--- config.mk ---
export PLATFORM = sky130hd
export DESIGN_NAME = phacc_regs
export DESIGN_NICKNAME = d
export VERILOG_FILES = /design/src/sv/point_histogram_accumulator_top_defines.svh /design/src/sv/phacc_pkg.sv /design/src/sv/phacc_regs.sv
export SDC_FILE = /design/constraint.sdc
export NUM_CORES = 1
export LEC_CHECK = 0
export BUFFER_PORTS_ARGS = -buffer_cell sky130_fd_sc_hd__buf_2
export CAP_MARGIN = 15
export CORE_AREA = 10 10 65 67
export CTS_BUF_LIST = sky130_fd_sc_hd__clkbuf_4 sky130_fd_sc_hd__clkbuf_8
export CTS_CLUSTER_DIAMETER = 60
export CTS_CLUSTER_SIZE = 28
export DETAILED_ROUTE_END_ITERATION = 6
export DIE_AREA = 0 0 75 77
export PLACE_DENSITY = 0.9
export SYNTH_ARGS = -nofsm -noshare
export SYNTH_HDL_FRONTEND = slang
export SYNTH_SLANG_ARGS = --single-unit
--- constraint.sdc ---
create_clock -name clk -period 0.8 [get_ports clk]
set_input_delay 0.12 -clock clk [delete_from_list [all_inputs] [get_ports clk]]
set_output_delay 0.12 -clock clk [all_outputs]
set_load 0.02 [all_outputs]
--- src/sv/point_histogram_accumulator_top_defines.svh ---
`ifndef POINT_HISTOGRAM_ACCUMULATOR_TOP_DEFINES_SVH
`define POINT_HISTOGRAM_ACCUMULATOR_TOP_DEFINES_SVH

// Antecedent implies consequent in the same cycle.
`define PHACC_ASSERT_NOW(label, clk, rst, ante, cons) \
  label: assert property (@(posedge clk) disable iff (rst) (ante) |-> (cons)) \
    else $error("phacc assertion failed");

// Antecedent implies consequent in the next cycle.
`define PHACC_ASSERT_NEXT(label, clk, rst, ante, cons) \
  label: assert property (@(posedge clk) disable iff (rst) (ante) |=> (cons)) \
    else $error("phacc assertion failed");

`endif

--- src/sv/phacc_pkg.sv ---
`timescale 1ns / 1ps

package phacc_pkg;

  localparam int DEF_MAX_WIDTH       = 512;
  localparam int DEF_MAX_HEIGHT      = 512;
  localparam int DEF_COORD_FRAC_BITS = 12;

  localparam int CFG_W     = 10;
  localparam int PADDR_W   = 3;
  localparam int PDATA_W   = 32;
  localparam int PIX_W     = 9;
  localparam int HITS_W    = 32;
  localparam int FACTOR_W  = 48;
  localparam int CF_W      = 16;
  localparam int COORD_W   = 16;

  localparam logic [CFG_W-1:0] SIZE_RESET = CFG_W'(512);

  // Register index, taken from paddr[2].
  localparam logic REG_IMAGE_WIDTH  = 1'b0;
  localparam logic REG_IMAGE_HEIGHT = 1'b1;

  localparam logic [1:0] MODE_PLOT  = 2'd0;
  localparam logic [1:0] MODE_READ  = 2'd1;
  localparam logic [1:0] MODE_CLEAR = 2'd2;

  localparam logic [1:0] STAT_ADDED   = 2'd0;
  localparam logic [1:0] STAT_OOB     = 2'd1;
  localparam logic [1:0] STAT_READ    = 2'd2;
  localparam logic [1:0] STAT_CLEARED = 2'd3;

  typedef struct packed {
    logic load;    // capture an input beat
    logic clr_wr;  // write zero at the sweep pointer and advance
    logic wb;      // write back the pixel and load the output register
  } cmd_t;

  typedef struct packed {
    logic       sweep_last;
    logic       out_free;
    logic [1:0] mode;
  } dp_status_t;

endpackage

--- src/sv/phacc_regs.sv ---
`timescale 1ns / 1ps

module phacc_regs (
  input  logic                              clk,
  input  logic                              rst,
  input  logic                              psel,
  input  logic                              penable,
  input  logic                              pwrite,
  input  logic [phacc_pkg::PADDR_W-1:0]     paddr,
  input  logic [phacc_pkg::PDATA_W-1:0]     pwdata,
  output logic [phacc_pkg::PDATA_W-1:0]     prdata,
  output logic                              pready,
  output logic [phacc_pkg::CFG_W-1:0]       image_width,
  output logic [phacc_pkg::CFG_W-1:0]       image_height
);

  logic wr_en;

  assign pready = 1'b1;
  assign wr_en  = psel && penable && pwrite;

  always_ff @(posedge clk) begin
    if (rst) begin
      image_width  <= phacc_pkg::SIZE_RESET;
      image_height <= phacc_pkg::SIZE_RESET;
    end else if (wr_en) begin
      unique case (paddr[2])
        phacc_pkg::REG_IMAGE_WIDTH:  image_width  <= pwdata[phacc_pkg::CFG_W-1:0];
        phacc_pkg::REG_IMAGE_HEIGHT: image_height <= pwdata[phacc_pkg::CFG_W-1:0];
        default: ;
      endcase
    end
  end

  always_comb begin
    unique case (paddr[2])
      phacc_pkg::REG_IMAGE_WIDTH:  prdata = phacc_pkg::PDATA_W'(image_width);
      phacc_pkg::REG_IMAGE_HEIGHT: prdata = phacc_pkg::PDATA_W'(image_height);
      default:                     prdata = '0;
    endcase
  end

endmodule

Word-level counts from Yosys, hierarchy flattened:

Index checks and enable logic that the tools add are counted.

* bits in registers: 20
* bits in latches: 0
* RAM bits: 0
* ROM bits: 0
* input bits: 40
* output and inout port bits: 53
* logic and storage cells: 8
* memories kept: 0

* $add $sub $neg: 0
* multiply operators: 0
* div/mod/pow operators: 0
* order comparisons: 0
* eq/ne operators: 0
* shift operators: 0
* muxes and demuxes: 1
* bitwise logic cells: 1
* reduce and logical (&&, ||, !) cells: 4

Operators by type and width (number)
* case mux 32 bit (2 select lines): 1
* AND reduction 2 bit: 2
* logical AND 1 bit: 2
* inverter 1 bit: 1

Longest topological paths before layout:

* depth in word-level cells: 3
* gate-level depth with buffers: 3
* gate-level depth less buffers: 2

Least setup slack after synthesis:

Ideal clock, no wire load.

* kind: flip-flop to output port
* start point: register image_height[0] in the netlist's numbering
* end point: output port prdata[0] in the netlist's numbering
* data arrival time: 699 ps
* required time: 680 ps
* setup slack: -19 ps
* cell stages (with the launch flop): 2
* path buffers: 0
* path through: dfxtp_1 -> mux2_2

* longest elaborated chain between the ends: 1

RTL lines
* from (decl): line phacc_regs.sv:14 `output logic [phacc_pkg::CFG_W-1:0] image_height`
* from (signal assigned): line phacc_regs.sv:25 `image_height <= phacc_pkg::SIZE_RESET;`
* from (signal assigned): line phacc_regs.sv:29 `phacc_pkg::REG_IMAGE_HEIGHT: image_height <= pwdata[phacc_pkg::CFG_W-1:0];`
* case mux 32 bit (2 select lines): line phacc_regs.sv:36 `unique case (paddr[2])`
* to (decl): line phacc_regs.sv:11 `output logic [phacc_pkg::PDATA_W-1:0] prdata,`

No other way between the ends. The select of a mux whose other input is x is not followed.

Worst setup path in the final report:

* start point: register image_width[0] in the netlist's numbering
* end point: output port prdata[0] in the netlist's numbering

* longest elaborated chain between the ends: 1

RTL lines
* from (decl): line phacc_regs.sv:13 `output logic [phacc_pkg::CFG_W-1:0] image_width,`
* from (signal assigned): line phacc_regs.sv:24 `image_width <= phacc_pkg::SIZE_RESET;`
* from (signal assigned): line phacc_regs.sv:28 `phacc_pkg::REG_IMAGE_WIDTH: image_width <= pwdata[phacc_pkg::CFG_W-1:0];`
* case mux 32 bit (2 select lines): line phacc_regs.sv:36

No other way between the ends. The select of a mux whose other input is x is not followed.

==> flow_summary.toml <==
[grt]
grt_antenna_before_repair = 0
grt_pass1_vias = 1019
grt_use_total_pct = 10.4
grt_max_degree = 31
grt_pass1_wl_mm = 4.81
overflow = 0

[floorplanning]
io_pins = 93
dieArea_mm2 = 0.00578
start_util_pct = 38.7
fp.dieW_um = 75
coreArea_mm2 = 0.00298
chipHeight_um = 77
row_count = 20

[sta]
finalCritPeriodShare_pct = 145
setup_viol = 31
finClkSkew_ns = 0
max_freq_ghz = 0.860
timing.final.ws_setup_ns = -0.362
rsz0062_at_grt = "yes"
slew_violations = 0
finalHoldViolCount = 0
period_needed_ns = 1.16

[detailed_routing]
ant_nets = 0
routedWlPerCell_um = 15.0
dr_total_vias = 967
avgViaCountPerCell = 4.36
drtIter0Drc = 21
met1_length_mm = 1.22
highest_layer = "met4"
routed_wl_mm = 3.32
drc = 0
wl_met3_um = 252
first_pass_iters = 3
wl_met2_mm = 1.83

[clock_network]
postCtsHoldBufs = 0
cts_inserted_buffers = 3
cts_sinks = 20
path_clk_slew_ns = 0.12
cts_tree = "built"
cts.path.max_buffers = 2
insertion_delay_ns = 0.29
htree_levels = 1
root_buffer = "clkbuf_4"

[final_layout]
drive_gt1_share_pct = 61.9
final_util_pct = 66.7
area_growth_pct = 72.5
num_antenna_cells = 0
nets = 230

[worst_setup_path]
critPathMaxFanout = 2
reg2reg_from = "image_height[0]$_SDFFE_PP0P_"
critPathCaptureType = "output pin"
crit_start = "image_width[0]$_SDFFE_PP0P_"
critPathKind = "flip-flop to output pin"
cp.arrival_ns = 1.04
worst_ep_required_time_ns = 0.68
startpoint_type = "flip-flop"

[logic_synthesis]
synth_fa_ha_area_share_pct = 0
synth-compound-area-share_pct = 0
synth_mux_area_share_pct = 27.2
avgSynthCellArea_um2 = 10.0
ys_seq_elements = 20
synth-simple-area-share_pct = 19.1
synth_area_mm2 = 0.00115
synth.distinct_cells = 13
ys_seq_area_share_pct = 34.8
postSynthCellCount = 115
synth_top_family_by_area = "multiplexers"
synth_xor_area_share_pct = 0
synth_warnings = 0

[placement]
io_buffers = 45
pre_cts_slack_ns = -0.218
gp_congestion = 0.773
dp_hpwl_mm = 2.45

[pwr]
irDropWorstVdd_mv = 0.559
total_power_mw = 2.38
leakagePower_nw = 0.998
power_density_mw_per_mm2 = 1200

[outcome]
status = "finished, violations left"
violations = "negative setup slack"

[run]
max_cap_viol_count = 0

[min_path]
hp-start = "pwdata[7]"
hold_class = "input pin to flip-flop"
[final cells by class]
class | instances | area [um2]
Multi-Input combinational cell | 87 | 682
Clock buffer | 3 | 22.5
Fill cell | 206 | 992
Timing Repair Buffer | 78 | 785
Clock inverter | 1 | 30.0
Tap cell | 33 | 41.3
Sequential cell | 20 | 425
[repair_timing]
item | 4_1_cts | 5_1_grt
gates resized for setup | 88 | 16
setup endpoints to repair | 30 | 33
buffers inserted | 2 | 12
[cells in the final DEF, fill, tap and decap left out, types with 2 or more instances in the layout]
cell type / n
buf_12: 3
buf_2: 15
buf_4: 7
buf_6: 53
clkbuf_4: 3
conb_1: 23
dfxtp_2: 20
mux2_4: 10
mux2i_1: 20
nand2b_1: 24
nand2b_4: 3
nor2_1: 2
[cell usage after synthesis]
library cell  count  area, um2
nand2b_1         27        169
buf_4            25        188
dfxtp_1          20        400
mux2i_1          20        200
mux2_2           10        113
clkbuf_1          3       11.3
nor2_1            3       11.3
conb_1            2       7.51
and4_1            1       8.76
and4b_1           1       10.0
buf_6             1       11.3
nand4_1           1       6.26
nand4b_2          1       15.0
[sequential cells by signal, summed over array words and instances, names as in the netlist]
signal,count
image_height,10
image_width,10
[path summary, 6_finish.rpt]
check,depth (start not counted),to,slack [ns]
worst max-delay path,2,prdata[0],-0.36
worst max register to register,4,image_height[0]$_SDFFE_PP0P_,-0.01
worst min-delay path,3,image_height[7]$_SDFFE_PP0P_,0.09
worst min register to register,3,image_width[4]$_SDFFE_PP0P_,0.60
[routing by layer]
metal	vias to the layer above	global-route usage [%]
met4	0	3.41
met3	2	2.19
met1	452	10.8
met5	-	0
li1	480	-
met2	33	19.6
[stage by stage]
stage               cell area [um2]  hold WS (ns)  setup TNS (ns)  std cells
finish                         1990        0.0925           -7.64        222
global route                   1990        0.0915           -8.84        222
CTS                            1900        0.0730           -7.89        217
detailed placement             1570         0.393           -4.11        211
global placement               1570         0.383           -3.65        211
floorplan                      1280         0.289               0        136
[critical path, cell delays in order (launching register included)]
cell and delay (ns):
dfxtp_2 0.34, mux2_4 0.27, buf_6 0.13
[report_power, final]
group	switching (mW)	total, mW	leakage [nW]	internal (mW)
Clock	0.315	0.821	0.0279	0.506
Sequential	0.0150	1.04	0.170	1.02
Combinational	0.276	0.520	0.801	0.244
Total	0.607	2.38	0.998	1.77
[logic make-up after synthesis]
family,after synthesis
and+or+nand+nor,34
muxes,30
buffers and inverters,29
DFF,20
other,2
Note: power is estimated with default switching activity, not from simulation.
