[config.mk]
export PLATFORM = sky130hd
export DESIGN_NAME = phacc_ctrl
export DESIGN_NICKNAME = d
export VERILOG_FILES = /design/src/sv/phacc_pkg.sv /design/src/sv/phacc_ctrl.sv
export VERILOG_INCLUDE_DIRS = /design/src /design/src/sv
export SDC_FILE = /design/constraint.sdc
export NUM_CORES = 1
export LEC_CHECK = 0
export BUFFER_PORTS_ARGS = -buffer_cell sky130_fd_sc_hd__buf_2
export CORE_AREA = 3 3 40 42
export CTS_CLUSTER_DIAMETER = 30
export DETAILED_ROUTE_END_ITERATION = 6
export DIE_AREA = 0 0 43 45
export GPL_ROUTABILITY_DRIVEN = 0
export HOLD_SLACK_MARGIN = 0.15
export SLEW_MARGIN = 30
export SYNTH_ARGS = -nofsm -noshare
export SYNTH_HDL_FRONTEND = slang
export SYNTH_SLANG_ARGS = --single-unit
[constraint.sdc]
create_clock -name clk -period 1.34 [get_ports clk]
set_input_delay 0.134 -clock clk [delete_from_list [all_inputs] [get_ports clk]]
set_output_delay 0.134 -clock clk [all_outputs]
set_load 0.005 [all_outputs]
[src/sv/point_histogram_accumulator_top_defines.svh]
`ifndef POINT_HISTOGRAM_ACCUMULATOR_TOP_DEFINES_SVH
`define POINT_HISTOGRAM_ACCUMULATOR_TOP_DEFINES_SVH

// Antecedent implies consequent in the same cycle.
`define PHACC_ASSERT_NOW(label, clk, rst, ante, cons) \
  label: assert property (@(posedge clk) disable iff (rst) (ante) |-> (cons)) \
    else $error("phacc assertion failed");

// Antecedent implies consequent in the next cycle.
`define PHACC_ASSERT_NEXT(label, clk, rst, ante, cons) \
  label: assert property (@(posedge clk) disable iff (rst) (ante) |=> (cons)) \
    else $error("phacc assertion failed");

`endif

[src/sv/phacc_pkg.sv]
`timescale 1ns / 1ps

package phacc_pkg;

  localparam int DEF_MAX_WIDTH       = 512;
  localparam int DEF_MAX_HEIGHT      = 512;
  localparam int DEF_COORD_FRAC_BITS = 12;

  localparam int CFG_W     = 10;
  localparam int PADDR_W   = 3;
  localparam int PDATA_W   = 32;
  localparam int PIX_W     = 9;
  localparam int HITS_W    = 32;
  localparam int FACTOR_W  = 48;
  localparam int CF_W      = 16;
  localparam int COORD_W   = 16;

  localparam logic [CFG_W-1:0] SIZE_RESET = CFG_W'(512);

  // Register index, taken from paddr[2].
  localparam logic REG_IMAGE_WIDTH  = 1'b0;
  localparam logic REG_IMAGE_HEIGHT = 1'b1;

  localparam logic [1:0] MODE_PLOT  = 2'd0;
  localparam logic [1:0] MODE_READ  = 2'd1;
  localparam logic [1:0] MODE_CLEAR = 2'd2;

  localparam logic [1:0] STAT_ADDED   = 2'd0;
  localparam logic [1:0] STAT_OOB     = 2'd1;
  localparam logic [1:0] STAT_READ    = 2'd2;
  localparam logic [1:0] STAT_CLEARED = 2'd3;

  typedef struct packed {
    logic load;    // capture an input beat
    logic clr_wr;  // write zero at the sweep pointer and advance
    logic wb;      // write back the pixel and load the output register
  } cmd_t;

  typedef struct packed {
    logic       sweep_last;
    logic       out_free;
    logic [1:0] mode;
  } dp_status_t;

endpackage

[src/sv/phacc_ctrl.sv]
`timescale 1ns / 1ps
`include "point_histogram_accumulator_top_defines.svh"

module phacc_ctrl (
  input  logic                  clk,
  input  logic                  rst,
  input  logic                  in_valid,
  output logic                  in_ready,
  input  phacc_pkg::dp_status_t dp_status,
  output phacc_pkg::cmd_t       cmd
);

  typedef enum logic [2:0] {
    S_SWEEP,
    S_IDLE,
    S_MAP,
    S_LOOK,
    S_WB
  } state_t;

  state_t state;
  logic   report;

  assign in_ready   = (state == S_IDLE);
  assign cmd.load   = in_valid && in_ready;
  assign cmd.clr_wr = (state == S_SWEEP);
  assign cmd.wb     = (state == S_WB) && dp_status.out_free;

  always_ff @(posedge clk) begin
    if (rst) begin
      state  <= S_SWEEP;
      report <= 1'b0;
    end else begin
      unique case (state)
        S_SWEEP: begin
          if (dp_status.sweep_last) begin
            state  <= report ? S_WB : S_IDLE;
            report <= 1'b0;
          end
        end
        S_IDLE: begin
          if (in_valid) begin
            state <= S_MAP;
          end
        end
        S_MAP: begin
          if (dp_status.mode == phacc_pkg::MODE_CLEAR) begin
            state  <= S_SWEEP;
            report <= 1'b1;
          end else begin
            state <= S_LOOK;
          end
        end
        S_LOOK: state <= S_WB;
        S_WB: begin
          // hold until the output register can take the result
          if (dp_status.out_free) begin
            state <= S_IDLE;
          end
        end
        default: state <= S_IDLE;
      endcase
    end
  end

  `PHACC_ASSERT_NEXT(a_accept_maps, clk, rst, cmd.load, state == S_MAP)
  `PHACC_ASSERT_NOW(a_wb_has_slot, clk, rst, cmd.wb, dp_status.out_free)
  `PHACC_ASSERT_NEXT(a_sweep_leaves, clk, rst, cmd.clr_wr && dp_status.sweep_last, state != S_SWEEP)
  `PHACC_ASSERT_NOW(a_report_in_sweep, clk, rst, report, state == S_SWEEP)

endmodule

**Word-level counts from Yosys, hierarchy flattened**

Cells that the tools add are included.

- Equal/unequal tests: 9
- Mux-type cells: 9
- Reductions and logical operators: 6

Operators by type and width:

| operator | number |
|---|---|
| $pmux 3 s5 | 1 |
| $mux 3 | 4 |
| $ne 2x2->1 const B | 4 |
| $eq 3x2->1 const B | 2 |
| $reduce_and 3->1 | 2 |
| $eq 3x1->1 const B | 1 |
| $eq 3x3->1 const B | 1 |
| $logic_not 3->1 | 1 |
| $eq 2x2->1 const B | 1 |
| $logic_and 1x1->1 | 2 |
| $mux 1 | 2 |
| $mux 2 | 1 |
| $pmux 1 s2 | 1 |
| $reduce_bool 2->1 | 1 |

- Register bits: 4
- Input port bits: 7
- Output and inout bits: 4
- Logic and storage cells: 26

**Longest topological paths before layout**

- Depth in word-level cells: 3
- Gate-level depth with buffers: 4

**Least setup slack after synthesis**

OpenSTA, ideal clock, no wires.

- Kind: flip-flop to flip-flop
- From: register state[2]
- To: register report
- Data arrival time: 1034 ps
- Required time: 1270 ps
- Path slack: 236 ps
- Cell stages (with the launch flop): 4
- Clock period less this slack: 1104 ps
- Path through: dfxtp_1 buf_6 or4b_1 a21oi_1

- Cells in the longest elaborated chain, start to end: 3
- Elaborated cells on any way between the ends: 7
- Those cells by class: 3 x eq/ne; 1 x mux; 3 x reduce/logical

RTL lines:

| element | RTL line | RTL |
|---|---|---|
| from (decl) | phacc_ctrl.sv:21 | `state_t state;` |
| from (signal assigned) | phacc_ctrl.sv:37 | `state <= report ? S_WB : S_IDLE;` |
| $eq 3x2->1 / $logic_not 3->1 (equally long branches) | phacc_ctrl.sv:34 | `unique case (state)` |
| $ne 2x2->1 (no source line) / $reduce_bool 2->1 (equally long branches) | n/a |  |
| $reduce_and 3->1 (no source line) | n/a |  |
| to (signal assigned) | phacc_ctrl.sv:32 | `report <= 1'b0;` |
| to (signal assigned) | phacc_ctrl.sv:38 | `report <= 1'b0;` |
| to (signal assigned) | phacc_ctrl.sv:49 | `report <= 1'b1;` |
| to (decl) | phacc_ctrl.sv:22 | `logic report;` |

Several ways; a longest one is shown, not always the timed one.
A chain may end at the register's enable or synchronous reset.

==> impl_summary.txt <==
----------------------------------------------------
[Timing]
  Max-slew headroom ... roughly 83%
  Maximum clock skew at final layout ... about 0.0034 ns
  Summed negative setup slack over all endpoints ... 0 ns
  Final number of setup-violating endpoints ... 0
  Fraction of the cycle the final worst path needs ... a little over nine tenths
  Worst Tran Pin Value ... ~0.25 ns
  Final-report hold violation count ... 0
  Final hold slack ... between 0.15 and 0.2 ns
  RSZ-0062 raised after global routing ... yes
  Minimum clock period ... ~1.3 ns
  Highest clock frequency the design can meet ... 791 MHz
  Max-slew violation count ... 0

[Synthesis]
  Fraction of registers with async set or reset after synthesis ... 0%
  Number of distinct library cell variants in the gate-level netlist after synthesis ... 20
  Most common cell in the netlist ... dfxtp_1
  Simple-gate area share of the yosys netlist ... about a third
  Syn_area_per_cell ... roughly 8.4 µm²
  Fraction of the mapped netlist area in compound gates ... between 20% and 30%
  Mapped cell area ... ~260 µm²
  Sequential share of the synthesized area ... a little over 30%
  Proportion of netlist area held by the largest area contributor ... a little under a third
  Xor/xnor share of the synthesized area ... 0%
  Area leader, netlist ... dfxtp_1
  Yosys synthesis warning count ... 0
  Adder-cell share of the synthesized area ... 0%
  Multiplexer share of the synthesized area ... 0%
  Synthesized instance count ... 31
  Top cells by area in the synthesized netlist ... dfxtp_1 31%, o31a_1 6.7%, nor3_1 5.8%
  Post-synth EDFFs ... 0
  List of most frequent post-synthesis cells ... 4 x dfxtp_1, 3 x nor3_1
  Post-synthesis net count ... 38
  #FFs+latches synth ... 4
  Main synth FF type ... dfxtp_1
  Dominant combinational cell family by area after synthesis ... simple AND/OR/NAND/NOR gates

[Min path]
  Path class of the lowest-slack min-delay path ... input port to register

[Drt]
  Antenna viol nets, final ... 0
  Remaining design rule violation count ... 0
  Via density per instance ... between 4 and 5
  Number of optimization iterations in the first detailed-route pass ... 3
  Routed length per instance ... between 9 and 10 µm
  Final wirelength ... 581 µm
  Number of DRC violations after detailed-routing iteration 0 ... 6
  Routed vias ... between 200 and 300

[Global route]
  Via count of the first global-routing pass ... 250
  Aggregate global routing overflow ... 0
  Maximum number of pins on one net before global-route repair ... 10
  Global router's overall resource usage ... around 6.7%
  Wire length of the first global-routing pass ... approximately 970 µm
  Antenna violations before repair ... 0

[Clocking]
  TritonCTS clock tree ... done
  Clock input transition at the sequential cells of the worst setup and hold paths ... roughly 0.04 ns
  CTS root buffer ... clkbuf_4
  Total CTS buffers ... 3
  Number of setup buffers added after CTS ... 0
  Clk Latency, worst-skew pair ... around 0.23 ns
  Worst-case clock buffer depth ... 2
  Depth of the CTS H-tree ... 1
  Count of clock tree sinks ... 4

[Layout]
  Total Nets Final ... 53
  Utilization after layout ... between 20% and 30%
  Number of fill cells in the layout ... 148
  Layout cell share with drive strength beyond 1 ... between 40% and 50%
  Final non-filler cell area ... 363 µm²
  ANT cells ... 0
  Area growth from synthesis to layout ... 39.4%

[Die]
  Placeable core area ... roughly 0.0013 mm²
  Number of ports placed on the die boundary ... 11
  Die outline width ... about 43 µm
  Floorplan die area ... 0.00194 mm²
  Initial Util ... around a fifth
  Num rows ... 13
  Floorplan die height ... 45 µm

[Setup path]
  Data required time of the critical path ... 1.21 ns
  Endpoint kind of the worst setup timing path ... primary output
  Launching element type of the critical path ... register
  Arrival time worst endpoint ... about 1.1 ns
  Worst Setup Path Type ... register to primary output
  Maximum net fanout on the critical path ... 8

[Power]
  Combinational cell fraction of total power ... a little under a quarter
  Sequential fraction of design power ... approximately two fifths
  P_int ... around 280 µW
  Fraction of power spent switching nets ... between 20% and 30%
  IR Drop Worst-Case VDD ... 325 µV
  Switch Pwr ... between 90 and 100 µW
  Leak pwr ... between 0.00015 and 0.0002 µW
  Final Power ... around 370 µW
  Clock power share ... between 30% and 40%
  Power per cell area ... a little over 1000 mW/mm²

[Run status]
  Run status ... finished, final reports clean

[Place]
  HPWL reported at the end of detailed placement ... 459 µm
  Number of input and output port buffers inserted ... 10
  Cell Area, Placed ... between 300 and 400 µm²

[Flow run]
  Max-capacitance violation count ... 0

----------------------------------------------------
[logic make-up (layout without fill, tap and decap cells)]
| kind of cell | after synthesis | in the layout |
|---|---|---|
| buffers and inverters | 4 | 17 |
| AND/OR/NAND/NOR | 14 | 14 |
| flip-flops | 4 | 4 |
| AO/OA/AOI/OAI | 9 | 9 |
[layout make-up]
| cell class | instances | area (µm²) | area share (%) |
|---|---|---|---|
| multi-input combinational | 23 | 160 | 44.1 |
| sequential | 4 | 82.6 | 22.8 |
| timing repair buffer | 13 | 75.1 | 20.7 |
| clock buffer | 3 | 22.5 | 6.21 |
| tap | 15 | 18.8 | 5.17 |
| inverter | 1 | 3.75 | 1.03 |
[path summary, 6_finish.rpt]
check,cells after the start,from,slack (ns),endpoint
max,4,state[1],0.08,cmd[2]
min,3,dp_status[2],0.18,state[2]
max reg2reg,2,state[2],0.26,report
min reg2reg,2,report,0.46,report
[cell usage in the layout, fill, tap and decap left out]
master / count
clkbuf_4: 3
a311oi_1: 1
inv_1: 1
a31oi_1: 1
dfxtp_2: 2
and2_1: 1
nand3b_1: 2
buf_2: 10
dfxtp_1: 2
nand2b_1: 2
nor2b_1: 2
a221oi_1: 1
a21oi_1: 1
buf_4: 2
nand2_1: 1
nor3_1: 3
nor3b_2: 1
nor2_1: 1
dlygate4sd3_1: 1
o31ai_1: 1
a211oi_1: 2
or4b_1: 1
o31a_1: 2
[per-layer routing]
| metal | global-route usage, % | vias to the layer above | part of all wire [%] |
|---|---|---|---|
| met2 | 9.28 | 7 | 41 |
| met3 | 2.39 | 0 | 5.7 |
| met1 | 8.94 | 116 | 53 |
| met4 | 3.61 | 0 | 0 |
| met5 | 0 | - | 0 |
| li1 | - | 144 | - |
[state kept, by name, summed over array words and instances (netlist names)]
signal	cells
report	1
state	3
[timing repair]
action / CTS / global route
hold buffers: 1 / 0
pin swaps: 0 / 0
endpoints found under the hold margin: 3 / 0
resized for setup: 1 / 2
setup endpoints to repair: 1 / 2
[power groups by stage]
stage / Combinational [µW] / Sequential (µW) / Clock, µW
final: 86.8 / 143 / 144
after global routing: 96.9 / 145 / 157
after CTS: 87.2 / 142 / 151
after detailed placement: 83.3 / 144 / 0
after global placement: 82.8 / 144 / 0
after floorplan: 58.2 / 134 / 0
[critical path, cell delays in order (launching register included)]
cell and delay [ns]:
dfxtp_2 0.34, buf_4 0.16, nor3b_2 0.16, and2_1 0.13, buf_2 0.10
[per-stage QoR]
stage | cells | setup WS [ns]
after global routing | 59 | -0.0375
final | 59 | 0.0763
after CTS | 59 | 0.0115
after floorplan | 31 | 0.236
after global placement | 55 | 0.229
after detailed placement | 55 | 0.214
Power figures use the tool's default switching activity.
